## config.mk

```make
export PLATFORM = sky130hd
export DESIGN_NAME = multi_task_heartbeat_watchdog_flat
export DESIGN_NICKNAME = d
export VERILOG_FILES = /design/src/hw/rtl/hbw_pkg.sv /design/src/hw/rtl/hbw_in_if.sv /design/src/hw/rtl/hbw_out_if.sv /design/src/hw/rtl/multi_task_heartbeat_watchdog.sv /design/src/hw/rtl/hbw_cfg.sv /design/src/hw/rtl/hbw_core.sv /design/src/flat_wrapper.sv
export SDC_FILE = /design/constraint.sdc
export NUM_CORES = 1
export LEC_CHECK = 0
export BUFFER_PORTS_ARGS = -buffer_cell sky130_fd_sc_hd__clkbuf_2
export CAP_MARGIN = 20
export CORE_ASPECT_RATIO = 0.7
export CORE_MARGIN = 4
export CORE_UTILIZATION = 55
export CTS_BUF_LIST = sky130_fd_sc_hd__clkbuf_2
export CTS_CLUSTER_DIAMETER = 120
export DETAILED_ROUTE_END_ITERATION = 7
export PLACE_DENSITY = 0.76
export REMOVE_ABC_BUFFERS = 1
export SLEW_MARGIN = 20
export SYNTH_ARGS = -nofsm -noshare
export SYNTH_HDL_FRONTEND = slang
export SYNTH_SLANG_ARGS = --single-unit
```

## constraint.sdc

```tcl
create_clock -name clk -period 7 [get_ports clk]
set_clock_uncertainty 0.05 [all_clocks]
set_input_delay 0.35 -clock clk [delete_from_list [all_inputs] [get_ports clk]]
set_output_delay 0.35 -clock clk [all_outputs]
set_load 0.01 [all_outputs]
```

## src/hw/rtl/hbw_pkg.sv

```systemverilog
// Heartbeat watchdog package: widths, constants, operation codes and shared structs.
// No dependencies; used by every other file of the block.
package hbw_pkg;

  localparam int NUM_TASKS_DEF   = 5;
  localparam int TICKS_PER_SEC   = 1000;
  localparam int TICKS_PER_HOUR  = 3600000;
  localparam int MIN_HB_S        = 10;
  localparam int MIN_UP_H        = 5;
  localparam int HB_RST_S        = 10;
  localparam int UP_RST_H        = 5;

  localparam int OP_W            = 3;
  localparam int IDX_W           = 3;
  localparam int RUN_W           = 5;
  localparam int HB_S_W          = 16;
  localparam int UP_H_W          = 8;
  localparam int HB_CNT_W        = 26;
  localparam int UP_SUB_W        = 22;

  localparam int CFG_ADDR_W      = 3;
  localparam int CFG_DATA_W      = 32;

  typedef enum logic [0:0] {
    REG_HB_PERIOD = 1'b0,
    REG_UP_PERIOD = 1'b1
  } reg_idx_t;

  typedef enum logic [OP_W-1:0] {
    OP_TICK       = 3'd0,
    OP_HEARTBEAT  = 3'd1,
    OP_REGISTER   = 3'd2,
    OP_UNREGISTER = 3'd3,
    OP_DISABLE    = 3'd4,
    OP_KICK       = 3'd5
  } op_t;

  typedef struct packed {
    logic [HB_S_W-1:0] hb_period_s;
    logic [UP_H_W-1:0] up_period_h;
  } cfg_t;

  typedef struct packed {
    logic              service_watchdog;
    logic              reset_now;
    logic              failed;
    logic              report_valid;
    logic [RUN_W-1:0]  tasks_running;
    logic [UP_H_W-1:0] uplink_hours_left;
  } res_t;

endpackage

```

## src/hw/rtl/hbw_in_if.sv

```systemverilog
// Operation channel: valid/ready handshake carrying one watchdog operation per beat.
// Depends on hbw_pkg for field widths.
interface hbw_in_if;
  import hbw_pkg::*;

  logic             valid;
  logic             ready;
  logic [OP_W-1:0]  operation;
  logic [IDX_W-1:0] task_index;

  modport source (output valid, output operation, output task_index, input ready);
  modport sink   (input valid, input operation, input task_index, output ready);
endinterface

```

## src/hw/rtl/hbw_out_if.sv

```systemverilog
// Result channel: valid/ready handshake carrying one watchdog result per beat.
// Depends on hbw_pkg for field widths.
interface hbw_out_if;
  import hbw_pkg::*;

  logic              valid;
  logic              ready;
  logic              service_watchdog;
  logic              reset_now;
  logic              failed;
  logic              report_valid;
  logic [RUN_W-1:0]  tasks_running;
  logic [UP_H_W-1:0] uplink_hours_left;

  modport source (output valid, output service_watchdog, output reset_now, output failed,
                  output report_valid, output tasks_running, output uplink_hours_left,
                  input ready);
  modport sink   (input valid, input service_watchdog, input reset_now, input failed,
                  input report_valid, input tasks_running, input uplink_hours_left,
                  output ready);
endinterface

```

## src/hw/rtl/multi_task_heartbeat_watchdog.sv

```systemverilog
// Multi-task heartbeat watchdog top level: input register, update core, result register,
// APB register file. Depends on hbw_pkg, hbw_in_if, hbw_out_if, hbw_cfg, hbw_core.
//
// Takes one operation beat per clock while in_beat.ready is high and returns exactly one
// result beat for each, after the input register and then the result register. The state
// update in hbw_core is combinational, so beats need not wait on each other;
// in_beat.ready drops only when both registers hold beats the sink has not
// taken. Periods written over APB (0x0 heartbeat seconds, 0x4 uplink hours) take effect
// at the next reload of the matching countdown; write them only while the block is idle.
module multi_task_heartbeat_watchdog #(
  parameter int NUM_TASKS = hbw_pkg::NUM_TASKS_DEF
) (
  input  logic                          clk,
  input  logic                          rst_n,
  hbw_in_if.sink                        in_beat,
  hbw_out_if.source                     out_beat,
  input  logic                          psel,
  input  logic                          penable,
  input  logic                          pwrite,
  input  logic [hbw_pkg::CFG_ADDR_W-1:0] paddr,
  input  logic [hbw_pkg::CFG_DATA_W-1:0] pwdata,
  output logic [hbw_pkg::CFG_DATA_W-1:0] prdata,
  output logic                          pready
);
  import hbw_pkg::*;

  cfg_t             cfg;
  res_t             res;
  res_t             res_r;
  logic             s1_valid_r;
  op_t              s1_op_r;
  logic [IDX_W-1:0] s1_idx_r;
  logic             s2_valid_r;
  logic             advance;

  assign advance       = s1_valid_r && (!s2_valid_r || out_beat.ready);
  assign in_beat.ready = !s1_valid_r || advance;

  always_ff @(posedge clk) begin
    if (!rst_n) begin
      s1_valid_r <= 1'b0;
    end else if (in_beat.valid && in_beat.ready) begin
      s1_valid_r <= 1'b1;
    end else if (advance) begin
      s1_valid_r <= 1'b0;
    end
  end

  always_ff @(posedge clk) begin
    if (in_beat.valid && in_beat.ready) begin
      s1_op_r  <= op_t'(in_beat.operation);
      s1_idx_r <= in_beat.task_index;
    end
  end

  always_ff @(posedge clk) begin
    if (!rst_n) begin
      s2_valid_r <= 1'b0;
    end else if (advance) begin
      s2_valid_r <= 1'b1;
    end else if (out_beat.ready) begin
      s2_valid_r <= 1'b0;
    end
  end

  always_ff @(posedge clk) begin
    if (advance) begin
      res_r <= res;
    end
  end

  hbw_cfg u_cfg (
    .clk     (clk),
    .rst_n   (rst_n),
    .psel    (psel),
    .penable (penable),
    .pwrite  (pwrite),
    .paddr   (paddr),
    .pwdata  (pwdata),
    .prdata  (prdata),
    .pready  (pready),
    .cfg     (cfg)
  );

  hbw_core #(
    .NUM_TASKS (NUM_TASKS)
  ) u_core (
    .clk        (clk),
    .rst_n      (rst_n),
    .cfg        (cfg),
    .fire       (advance),
    .op         (s1_op_r),
    .task_index (s1_idx_r),
    .res        (res)
  );

  assign out_beat.valid             = s2_valid_r;
  assign out_beat.service_watchdog  = res_r.service_watchdog;
  assign out_beat.reset_now         = res_r.reset_now;
  assign out_beat.failed            = res_r.failed;
  assign out_beat.report_valid      = res_r.report_valid;
  assign out_beat.tasks_running     = res_r.tasks_running;
  assign out_beat.uplink_hours_left = res_r.uplink_hours_left;
endmodule

```

## src/hw/rtl/hbw_cfg.sv

```systemverilog
// APB-style register file for the heartbeat and uplink periods.
// Depends on hbw_pkg (cfg_t, register indexes).
module hbw_cfg (
  input  logic                          clk,
  input  logic                          rst_n,
  input  logic                          psel,
  input  logic                          penable,
  input  logic                          pwrite,
  input  logic [hbw_pkg::CFG_ADDR_W-1:0] paddr,
  input  logic [hbw_pkg::CFG_DATA_W-1:0] pwdata,
  output logic [hbw_pkg::CFG_DATA_W-1:0] prdata,
  output logic                          pready,
  output hbw_pkg::cfg_t                 cfg
);
  import hbw_pkg::*;

  logic [HB_S_W-1:0] hb_s_r;
  logic [UP_H_W-1:0] up_h_r;
  logic              wr_en;
  reg_idx_t          sel;

  assign pready = 1'b1;
  assign wr_en  = psel && penable && pwrite;
  assign sel    = reg_idx_t'(paddr[2]);

  always_ff @(posedge clk) begin
    if (!rst_n) begin
      hb_s_r <= HB_S_W'(HB_RST_S);
      up_h_r <= UP_H_W'(UP_RST_H);
    end else if (wr_en) begin
      case (sel)
        REG_HB_PERIOD: hb_s_r <= pwdata[HB_S_W-1:0];
        REG_UP_PERIOD: up_h_r <= pwdata[UP_H_W-1:0];
        default: ;
      endcase
    end
  end

  always_comb begin
    case (sel)
      REG_HB_PERIOD: prdata = CFG_DATA_W'(hb_s_r);
      REG_UP_PERIOD: prdata = CFG_DATA_W'(up_h_r);
      default:       prdata = '0;
    endcase
  end

  assign cfg.hb_period_s = hb_s_r;
  assign cfg.up_period_h = up_h_r;
endmodule

```

## src/hw/rtl/hbw_core.sv

```systemverilog
// Watchdog state and single-pass update: task masks, heartbeat and uplink countdowns.
// Depends on hbw_pkg (op_t, cfg_t, res_t). State advances on each fire.
module hbw_core #(
  parameter int NUM_TASKS = hbw_pkg::NUM_TASKS_DEF
) (
  input  logic                     clk,
  input  logic                     rst_n,
  input  hbw_pkg::cfg_t            cfg,
  input  logic                     fire,
  input  hbw_pkg::op_t             op,
  input  logic [hbw_pkg::IDX_W-1:0] task_index,
  output hbw_pkg::res_t            res
);
  import hbw_pkg::*;

  localparam logic [UP_SUB_W-1:0] SUB_LAST = UP_SUB_W'(TICKS_PER_HOUR - 1);

  logic [NUM_TASKS-1:0] watched_r, watched_nxt;
  logic [NUM_TASKS-1:0] alive_r, alive_nxt;
  logic [HB_CNT_W-1:0]  hb_cnt_r, hb_cnt_nxt;
  logic [UP_H_W-1:0]    up_hours_r, up_hours_nxt;
  logic [UP_SUB_W-1:0]  up_sub_r, up_sub_nxt;
  logic                 fail_r, fail_nxt;

  logic [NUM_TASKS-1:0]       task_bit;
  logic [NUM_TASKS-1:0]       running;
  logic [NUM_TASKS+RUN_W-1:0] run_ext;
  logic [HB_S_W-1:0]          hb_s;
  logic [UP_H_W-1:0]          up_h;
  logic [HB_CNT_W-1:0]        hb_reload;

  always_comb begin
    for (int i = 0; i < NUM_TASKS; i++) begin
      task_bit[i] = (32'(task_index) == i);
    end
  end

  assign hb_s      = (cfg.hb_period_s < HB_S_W'(MIN_HB_S)) ? HB_S_W'(MIN_HB_S) : cfg.hb_period_s;
  assign up_h      = (cfg.up_period_h < UP_H_W'(MIN_UP_H)) ? UP_H_W'(MIN_UP_H) : cfg.up_period_h;
  assign hb_reload = HB_CNT_W'(hb_s) * HB_CNT_W'(TICKS_PER_SEC);

  always_comb begin
    watched_nxt  = watched_r;
    alive_nxt    = alive_r;
    hb_cnt_nxt   = hb_cnt_r;
    up_hours_nxt = up_hours_r;
    up_sub_nxt   = up_sub_r;
    fail_nxt     = fail_r;
    running      = '0;
    res          = '0;
    case (op)
      OP_TICK: begin
        if (up_hours_r == '0 && up_sub_r <= UP_SUB_W'(1)) begin
          fail_nxt     = 1'b1;
          up_hours_nxt = up_h;
          up_sub_nxt   = '0;
        end else if (up_sub_r == '0) begin
          up_hours_nxt = up_hours_r - UP_H_W'(1);
          up_sub_nxt   = SUB_LAST;
        end else begin
          up_sub_nxt   = up_sub_r - UP_SUB_W'(1);
        end
        if (hb_cnt_r <= HB_CNT_W'(1)) begin
          hb_cnt_nxt = hb_reload;
          if (!fail_nxt) begin
            if (|(watched_r & ~alive_r)) begin
              fail_nxt      = 1'b1;
              res.reset_now = 1'b1;
            end
            running          = watched_r & alive_r;
            alive_nxt        = '0;
            res.report_valid = 1'b1;
          end
        end else begin
          hb_cnt_nxt = hb_cnt_r - HB_CNT_W'(1);
        end
        res.service_watchdog = !fail_nxt;
      end
      OP_HEARTBEAT:  alive_nxt   = alive_r | task_bit;
      OP_REGISTER:   watched_nxt = watched_r | task_bit;
      OP_UNREGISTER: watched_nxt = watched_r & ~task_bit;
      OP_DISABLE: begin
        watched_nxt = '0;
        alive_nxt   = '0;
      end
      OP_KICK: begin
        up_hours_nxt = up_h;
        up_sub_nxt   = '0;
      end
      default: ;
    endcase
    run_ext               = {{RUN_W{1'b0}}, running};
    res.tasks_running     = run_ext[RUN_W-1:0];
    res.failed            = fail_nxt;
    res.uplink_hours_left = up_hours_nxt;
  end

  always_ff @(posedge clk) begin
    if (!rst_n) begin
      watched_r  <= '0;
      alive_r    <= '1;
      hb_cnt_r   <= HB_CNT_W'(HB_RST_S * TICKS_PER_SEC);
      up_hours_r <= UP_H_W'(UP_RST_H);
      up_sub_r   <= '0;
      fail_r     <= 1'b0;
    end else if (fire) begin
      watched_r  <= watched_nxt;
      alive_r    <= alive_nxt;
      hb_cnt_r   <= hb_cnt_nxt;
      up_hours_r <= up_hours_nxt;
      up_sub_r   <= up_sub_nxt;
      fail_r     <= fail_nxt;
    end
  end

  a_fail_sticky: assert property (@(posedge clk) disable iff (!rst_n)
    fail_r |=> fail_r)
    else $error("failure latch cleared");

  a_sub_range: assert property (@(posedge clk) disable iff (!rst_n)
    up_sub_r <= SUB_LAST)
    else $error("uplink sub-hour count out of range");

  a_hb_nonzero: assert property (@(posedge clk) disable iff (!rst_n)
    hb_cnt_r != '0)
    else $error("heartbeat countdown reached zero");

  a_reset_report: assert property (@(posedge clk) disable iff (!rst_n)
    res.reset_now |-> (res.report_valid && res.failed && !res.service_watchdog))
    else $error("reset request without a failed check");

  a_service_ok: assert property (@(posedge clk) disable iff (!rst_n)
    (fire && res.service_watchdog) |=> !fail_r)
    else $error("watchdog serviced with failure latched");
endmodule
```

## src/flat_wrapper.sv

```systemverilog
// flat-port wrapper written by rule: the top's interface ports become plain ports
module multi_task_heartbeat_watchdog_flat import hbw_pkg::*;
#(
  parameter int NUM_TASKS = hbw_pkg::NUM_TASKS_DEF
)
  (clk, rst_n, psel, penable, pwrite, paddr, pwdata, prdata, pready, in_beat_valid, in_beat_operation, in_beat_task_index, in_beat_ready, out_beat_valid, out_beat_service_watchdog, out_beat_reset_now, out_beat_failed, out_beat_report_valid, out_beat_tasks_running, out_beat_uplink_hours_left, out_beat_ready);
  hbw_in_if in_beat_i ();
  hbw_out_if out_beat_i ();
  input  logic clk;
  input  logic rst_n;
  input  logic psel;
  input  logic penable;
  input  logic pwrite;
  input  logic [hbw_pkg::CFG_ADDR_W-1:0] paddr;
  input  logic [hbw_pkg::CFG_DATA_W-1:0] pwdata;
  output logic [hbw_pkg::CFG_DATA_W-1:0] prdata;
  output logic pready;
  input wire logic [$bits(in_beat_i.valid)-1:0] in_beat_valid;
  input wire logic [$bits(in_beat_i.operation)-1:0] in_beat_operation;
  input wire logic [$bits(in_beat_i.task_index)-1:0] in_beat_task_index;
  output wire logic [$bits(in_beat_i.ready)-1:0] in_beat_ready;
  output wire logic [$bits(out_beat_i.valid)-1:0] out_beat_valid;
  output wire logic [$bits(out_beat_i.service_watchdog)-1:0] out_beat_service_watchdog;
  output wire logic [$bits(out_beat_i.reset_now)-1:0] out_beat_reset_now;
  output wire logic [$bits(out_beat_i.failed)-1:0] out_beat_failed;
  output wire logic [$bits(out_beat_i.report_valid)-1:0] out_beat_report_valid;
  output wire logic [$bits(out_beat_i.tasks_running)-1:0] out_beat_tasks_running;
  output wire logic [$bits(out_beat_i.uplink_hours_left)-1:0] out_beat_uplink_hours_left;
  input wire logic [$bits(out_beat_i.ready)-1:0] out_beat_ready;
  assign in_beat_i.valid = in_beat_valid;
  assign in_beat_i.operation = in_beat_operation;
  assign in_beat_i.task_index = in_beat_task_index;
  assign in_beat_ready = in_beat_i.ready;
  assign out_beat_valid = out_beat_i.valid;
  assign out_beat_service_watchdog = out_beat_i.service_watchdog;
  assign out_beat_reset_now = out_beat_i.reset_now;
  assign out_beat_failed = out_beat_i.failed;
  assign out_beat_report_valid = out_beat_i.report_valid;
  assign out_beat_tasks_running = out_beat_i.tasks_running;
  assign out_beat_uplink_hours_left = out_beat_i.uplink_hours_left;
  assign out_beat_i.ready = out_beat_ready;
  multi_task_heartbeat_watchdog #(.NUM_TASKS(NUM_TASKS)) u_core (.clk(clk), .rst_n(rst_n), .in_beat(in_beat_i), .out_beat(out_beat_i), .psel(psel), .penable(penable), .pwrite(pwrite), .paddr(paddr), .pwdata(pwdata), .prdata(prdata), .pready(pready));
endmodule
```

======== After elaboration in Yosys (flattened, before gate mapping) ========
Cells that the tools add are included.
word-level totals
  input bits .............................. 48
  output and inout port bits .............. 52
  logic and storage cells ................. 101
  register bits ........................... 116
cells by class
  bitwise logic cells ..................... 10
  magnitude comparators ................... 4
  $mul .................................... 1
  reductions and logical operators ........ 28
  add/subtract/negate cells ............... 3
  muxes and demuxes ....................... 26
  equal/unequal tests ..................... 11
operators with widths
  kind                     count
  $pmux W32 S2             1
  $mux W22                 2
  $pmux W22 S2             1
  $pmux W5 S3              2
  $le A26 B1 Y1 const B    1
  $mux W26                 1
  $sub A26 B1 Y26 const B  1
  $mux W8                  3
  $mul A16 B7 Y23 const B  1
  $le A22 B1 Y1 const B    1
  $logic_not A22 Y1        1
  $sub A22 B1 Y22 const B  1
  $lt A16 B4 Y1 const B    1
  $mux W16                 1
  $pmux W8 S2              1
  $and A5 B5 Y5            3
  $eq A3 B2 Y1 const B     4
  $mux W1                  12
  $reduce_and A2 Y1        6
  $mux W5                  2
  $not A5 Y5               2
  $or A5 B5 Y5             2
  $eq A3 B3 Y1 const B     3
  $logic_not A8 Y1         1
  14 further kinds         29

======== Longest topological paths before layout ========
  word-level depth ........................ 8
  gate-level depth with buffers ........... 20
  depth with buffers taken out ............ 19

======== Cells and area by module ========
Synthesis repeated with hierarchy kept, for this count alone.
unflattened totals
  cells, all modules ...................... 1073
  area, all modules ....................... 9113.7 sq um
modules (own cells, without submodules)
  module                         cells each  seq. area each (sq um)  area each (sq um)  times used
  hbw_core                       901         1341.3                  7043.0             1
  hbw_cfg                        140         480.5                   1276.2             1
  multi_task_heartbeat_watchdog  32          730.7                   794.5              1

======== Worst setup path before layout ========
OpenSTA, ideal clock, no wires.
  path type ............................... register to register
  start point ............................. register u_core.u_cfg.hb_s_r[14]
  end point ............................... register u_core.u_core.hb_cnt_r[21]
  clock period less this slack ............ 5.121 ns
  cell stages (with the launch flop) ...... 20
  path buffers ............................ 0
  library setup time ...................... 0.059 ns
  setup slack ............................. 1.879 ns
  arrival ................................. 5.012 ns
  cell sequence ........................... dfxtp_1 > inv_1 > ha_1 > nor3b_1 > nand4_1 > nor2b_1 > inv_1 > fa_1 > fa_1 > inv_1 > fa_1 > fa_1 > inv_1 > ha_1 > o21ai_0 > o21ai_0 > a31oi_1 > or4_1 > a21boi_0 > o31a_1
on the way
  longest elaborated chain between the ends .. 4
ends and longest elaborated chain
  element                   RTL line         RTL
  start: declaration        hbw_cfg.sv:17    logic [HB_S_W-1:0] hb_s_r;
  start signal: assignment  hbw_cfg.sv:28    hb_s_r <= HB_S_W'(HB_RST_S);
  start signal: assignment  hbw_cfg.sv:32    REG_HB_PERIOD: hb_s_r <= pwdata[HB_S_W-1:0];
  $lt A16 B4 Y1             hbw_core.sv:38   assign hb_s = (cfg.hb_period_s < HB_S_W'(MIN_HB_S)) ? HB_S_W'(MIN_HB_S) : cfg.hb_period_s;
  $mux W16 *                hbw_core.sv:38
  $mul A16 B7 Y23 *         hbw_core.sv:40   assign hb_reload = HB_CNT_W'(hb_s) * HB_CNT_W'(TICKS_PER_SEC);
  $mux W26 *                hbw_core.sv:63   if (hb_cnt_r <= HB_CNT_W'(1)) begin
  end signal: assignment    hbw_core.sv:102  hb_cnt_r <= HB_CNT_W'(HB_RST_S * TICKS_PER_SEC);
  end signal: assignment    hbw_core.sv:109  hb_cnt_r <= hb_cnt_nxt;
  end: declaration          hbw_core.sv:20   logic [HB_CNT_W-1:0] hb_cnt_r, hb_cnt_nxt;
Mark *: on every way between the ends. The rest lies on a longest branch, timed or not.
A chain may end at the register's enable or synchronous reset.

======== Worst setup path after layout ========
Same ends and word-level chain as after synthesis.

==> impl_metrics.csv <==
group,metric,value,unit
run_status,status,"completed",
placed_design,hpwl,17.35,mm
global_route,grt_max_degree,47,
job,maxCapViolCount,0,
cts,cts_sinks,116,
global_route,grt_pass1_vias,7650,
power,powerDensity,158.7,mW/mm2
synthesis,synth_top_area_share,20.59,%
drt,ant_nets,0,
power,finalPower,1.573,mW
sta,worst_slew_pin_slew,962.9,ps
die,num_rows,38,
sta,slew_headroom,35.57,%
cts,clockBufferDepth,2,
cts,cts_tree,"done",
synthesis,avgSynthCellArea,8.259,um2
critical_path,path_class,"reg2reg",
critical_path,endpoint_kind,"register",
sta,max_freq,168.0,MHz
sta,rsz0062_at_grt,"false",
sta,finalCriticalPeriod,5951,ps
global_route,grt_usage,25.49,%
die,die_w,161.3,um
synthesis,synth_edf_count,23,
power,p_leak,3.959,nW
synthesis,syn_inst,1095,
placed_design,routabilityCongestion,0.9623,
die,die_h,115.3,um
drt,viasPerCell,5.995,
cts,clk_latency,710,ps
min_path,hold_class,"in2reg",
finish,area.growth.synth_to_final,9.643,%
die,io_pins,100,
finish,diodes,0,
sta,finalCritPeriodShare,85.02,%
critical_path,critPathRequiredTime,7590,ps
synthesis,syn-cell-area,0.009044,mm2
die,dieArea,0.01859,mm2
finish,stdcell_count,1390,
cts,root_buffer,"clkbuf_2",
sta,hold_violations,0,
cts,cts_resized,0,
sta,tns,0,ps
placed_design,pre_cts_ws,1114,ps
sta,final.setup.worst_slack,1049,ps
drt,wire_per_inst,16.73,um
sta,slew_violations,0,
global_route,grt_pass1_wl,38.94,mm
synthesis,yosys-top-cells-area,"dfxtp_1 (21%), fa_1 (12%), ha_1 (8.3%), edfxtp_1 (7.6%), a21oi_1 (5.4%)",
placed_design,port_buffers,64,
cts,cts_buffers,17,
synthesis,synth-seq-cells,116,
critical_path,critPathMaxFanout,6,
die,core-area,0.01579,mm2
cts,clk_pin_slew,220,ps
finish,nets,1318,
drt,routed_wl,23.25,mm
synthesis,synth-main-ff-cell,"dfxtp_1",
synthesis,ys.warnings.count,0,
placed_design,numPlacedInstances,1333,
drt,vias,8333,
global_route,grt_remaining_overflow,0,
sta,finalSetupViolations,0,
synthesis,seq_area_frac_synth,28.22,%
drt,drt_pre_antenna_iters,7,
drt,drtIter0Drc,809,
global_route,antenna_found_initial,0,
power,ir_drop,132.1,uV
finish,drive_gt1_share,12.05,%
cts,htreeDepth,4,
critical_path,start_kind,"register",
synthesis,ys_async_sr_fraction,0,%
drt,route.detailed.drc,0,
die,initial_core_util,57.29,%
critical_path,cp.arrival,6540,ps
synthesis,yosysTopAreaCell,"dfxtp_1",
synthesis,ys_types,77,
==> final timing paths <==
kind / from / end / slack, ps / cells past startpoint
setup / recovery: u_core.u_cfg.hb_s_r[14] / u_core.u_core.hb_cnt_r[21] / 1050 / 19
hold / removal: rst_n / u_core.u_cfg.up_h_r[0] / 80 / 3
setup reg to reg: u_core.u_cfg.hb_s_r[14] / u_core.u_core.hb_cnt_r[21] / 1050 / 19
hold reg to reg: u_core.u_core.up_sub_r[19] / u_core.u_core.up_sub_r[19] / 450 / 2
==> worst max-delay path, cell delays in order, from the launching register on <==
cell,delay [ps]
dfxtp_1,470
inv_1,110
ha_1,200
nor3b_1,140
nand4_1,250
nor2b_1,410
inv_1,160
fa_1,530
fa_1,520
inv_1,50
fa_1,480
fa_1,520
inv_1,40
ha_1,320
o21ai_0,140
o21ai_0,330
a31oi_1,270
or4_1,550
a21boi_0,190
o31a_1,140
==> logic make-up after synthesis <==
family / share of synthesized area, %
muxes: 1.425
xor gates and xnor gates: 1.937
AOI/OAI and AO/OA: 19.38
adders and majority gates: 20.03
DFF: 28.22
other: 0.08304
and+or+nand+nor: 20.66
buffers and inverters: 8.259
==> sequential cells by signal, summed over array words and instances (netlist names), 8 cells and up <==
signal                             flops
u_core.u_core.hb_cnt_r                26
u_core.out_beat.uplink_hours_left      8
u_core.u_cfg.up_h_r                    8
u_core.u_core.up_hours_r               8
u_core.u_core.up_sub_r                22
u_core.u_cfg.hb_s_r                   16
==> metrics by stage <==
stage / utilization, % / hold slack, ps / cell area [um2]
CTS: 62.79 / 45.79 / 9911
detailed placement: 59.73 / 430.2 / 9429
finish: 62.82 / 81.45 / 9916
floorplan: - / 361.9 / 8758
global route: 62.82 / 56.44 / 9916
global placement: 59.73 / 419.6 / 9429
==> repair_timing <==
| action | CTS | global route |
|---|---|---|
| hold buffers | 25 | 0 |
| setup buffers | 0 | 0 |
| hold endpoints to repair | 32 | 0 |
==> power breakdown <==
| part | total (mW) | switching, mW | internal, mW |
|---|---|---|---|
| Combinational | 0.406 | 0.252 | 0.154 |
| Clock | 0.448 | 0.308 | 0.139 |
| Sequential | 0.720 | 0.0196 | 0.700 |
==> area by class of cell <==
| type | count | area [um2] |
|---|---|---|
| clock inverter | 15 | 146.4 |
| fill | 1382 | 5869 |
| inverter | 108 | 405.4 |
| clock buffer | 17 | 85.08 |
| timing repair buffer | 99 | 645.6 |
| tap | 220 | 275.3 |
| sequential | 116 | 2552 |
| multi-input combinational | 815 | 5806 |
==> cells in the mapped netlist (19+ instances only) <==
library cell	n
a21oi_1	97
o21ai_0	55
fa_1	53
clkbuf_1	48
ha_1	60
nor3_1	36
nand3_1	29
nand2_1	113
nor4_1	19
dfxtp_1	93
inv_1	106
edfxtp_1	23
nor2_1	81
==> metal layers <==
layer | global-route usage [%] | share of wire, % | vias to the layer above
met4 | 5.625 | 1.2 | 0
met1 | 40.34 | 49 | 3907
met3 | 5.840 | 10 | 37
met5 | 0 | 0 | -
li1 | - | - | 3979
met2 | 35.08 | 40 | 410
==> layout by cell type, fill, tap and decap left out, types with 12 or more instances in the layout <==
| cell type | count |
|---|---|
| a21oi_1 | 97 |
| a31oi_1 | 12 |
| clkbuf_2 | 81 |
| conb_1 | 17 |
| dfxtp_1 | 93 |
| dlygate4sd3_1 | 25 |
| edfxtp_1 | 23 |
| fa_1 | 53 |
| ha_1 | 60 |
| inv_1 | 106 |
| nand2_1 | 113 |
| nand3_1 | 29 |
| nand4_1 | 18 |
| nor2_1 | 81 |
| nor3_1 | 36 |
| nor4_1 | 19 |
| o21ai_0 | 55 |
| o22ai_1 | 14 |
| or3_1 | 17 |
| xnor2_1 | 15 |
Power figures use the tool's default switching activity.
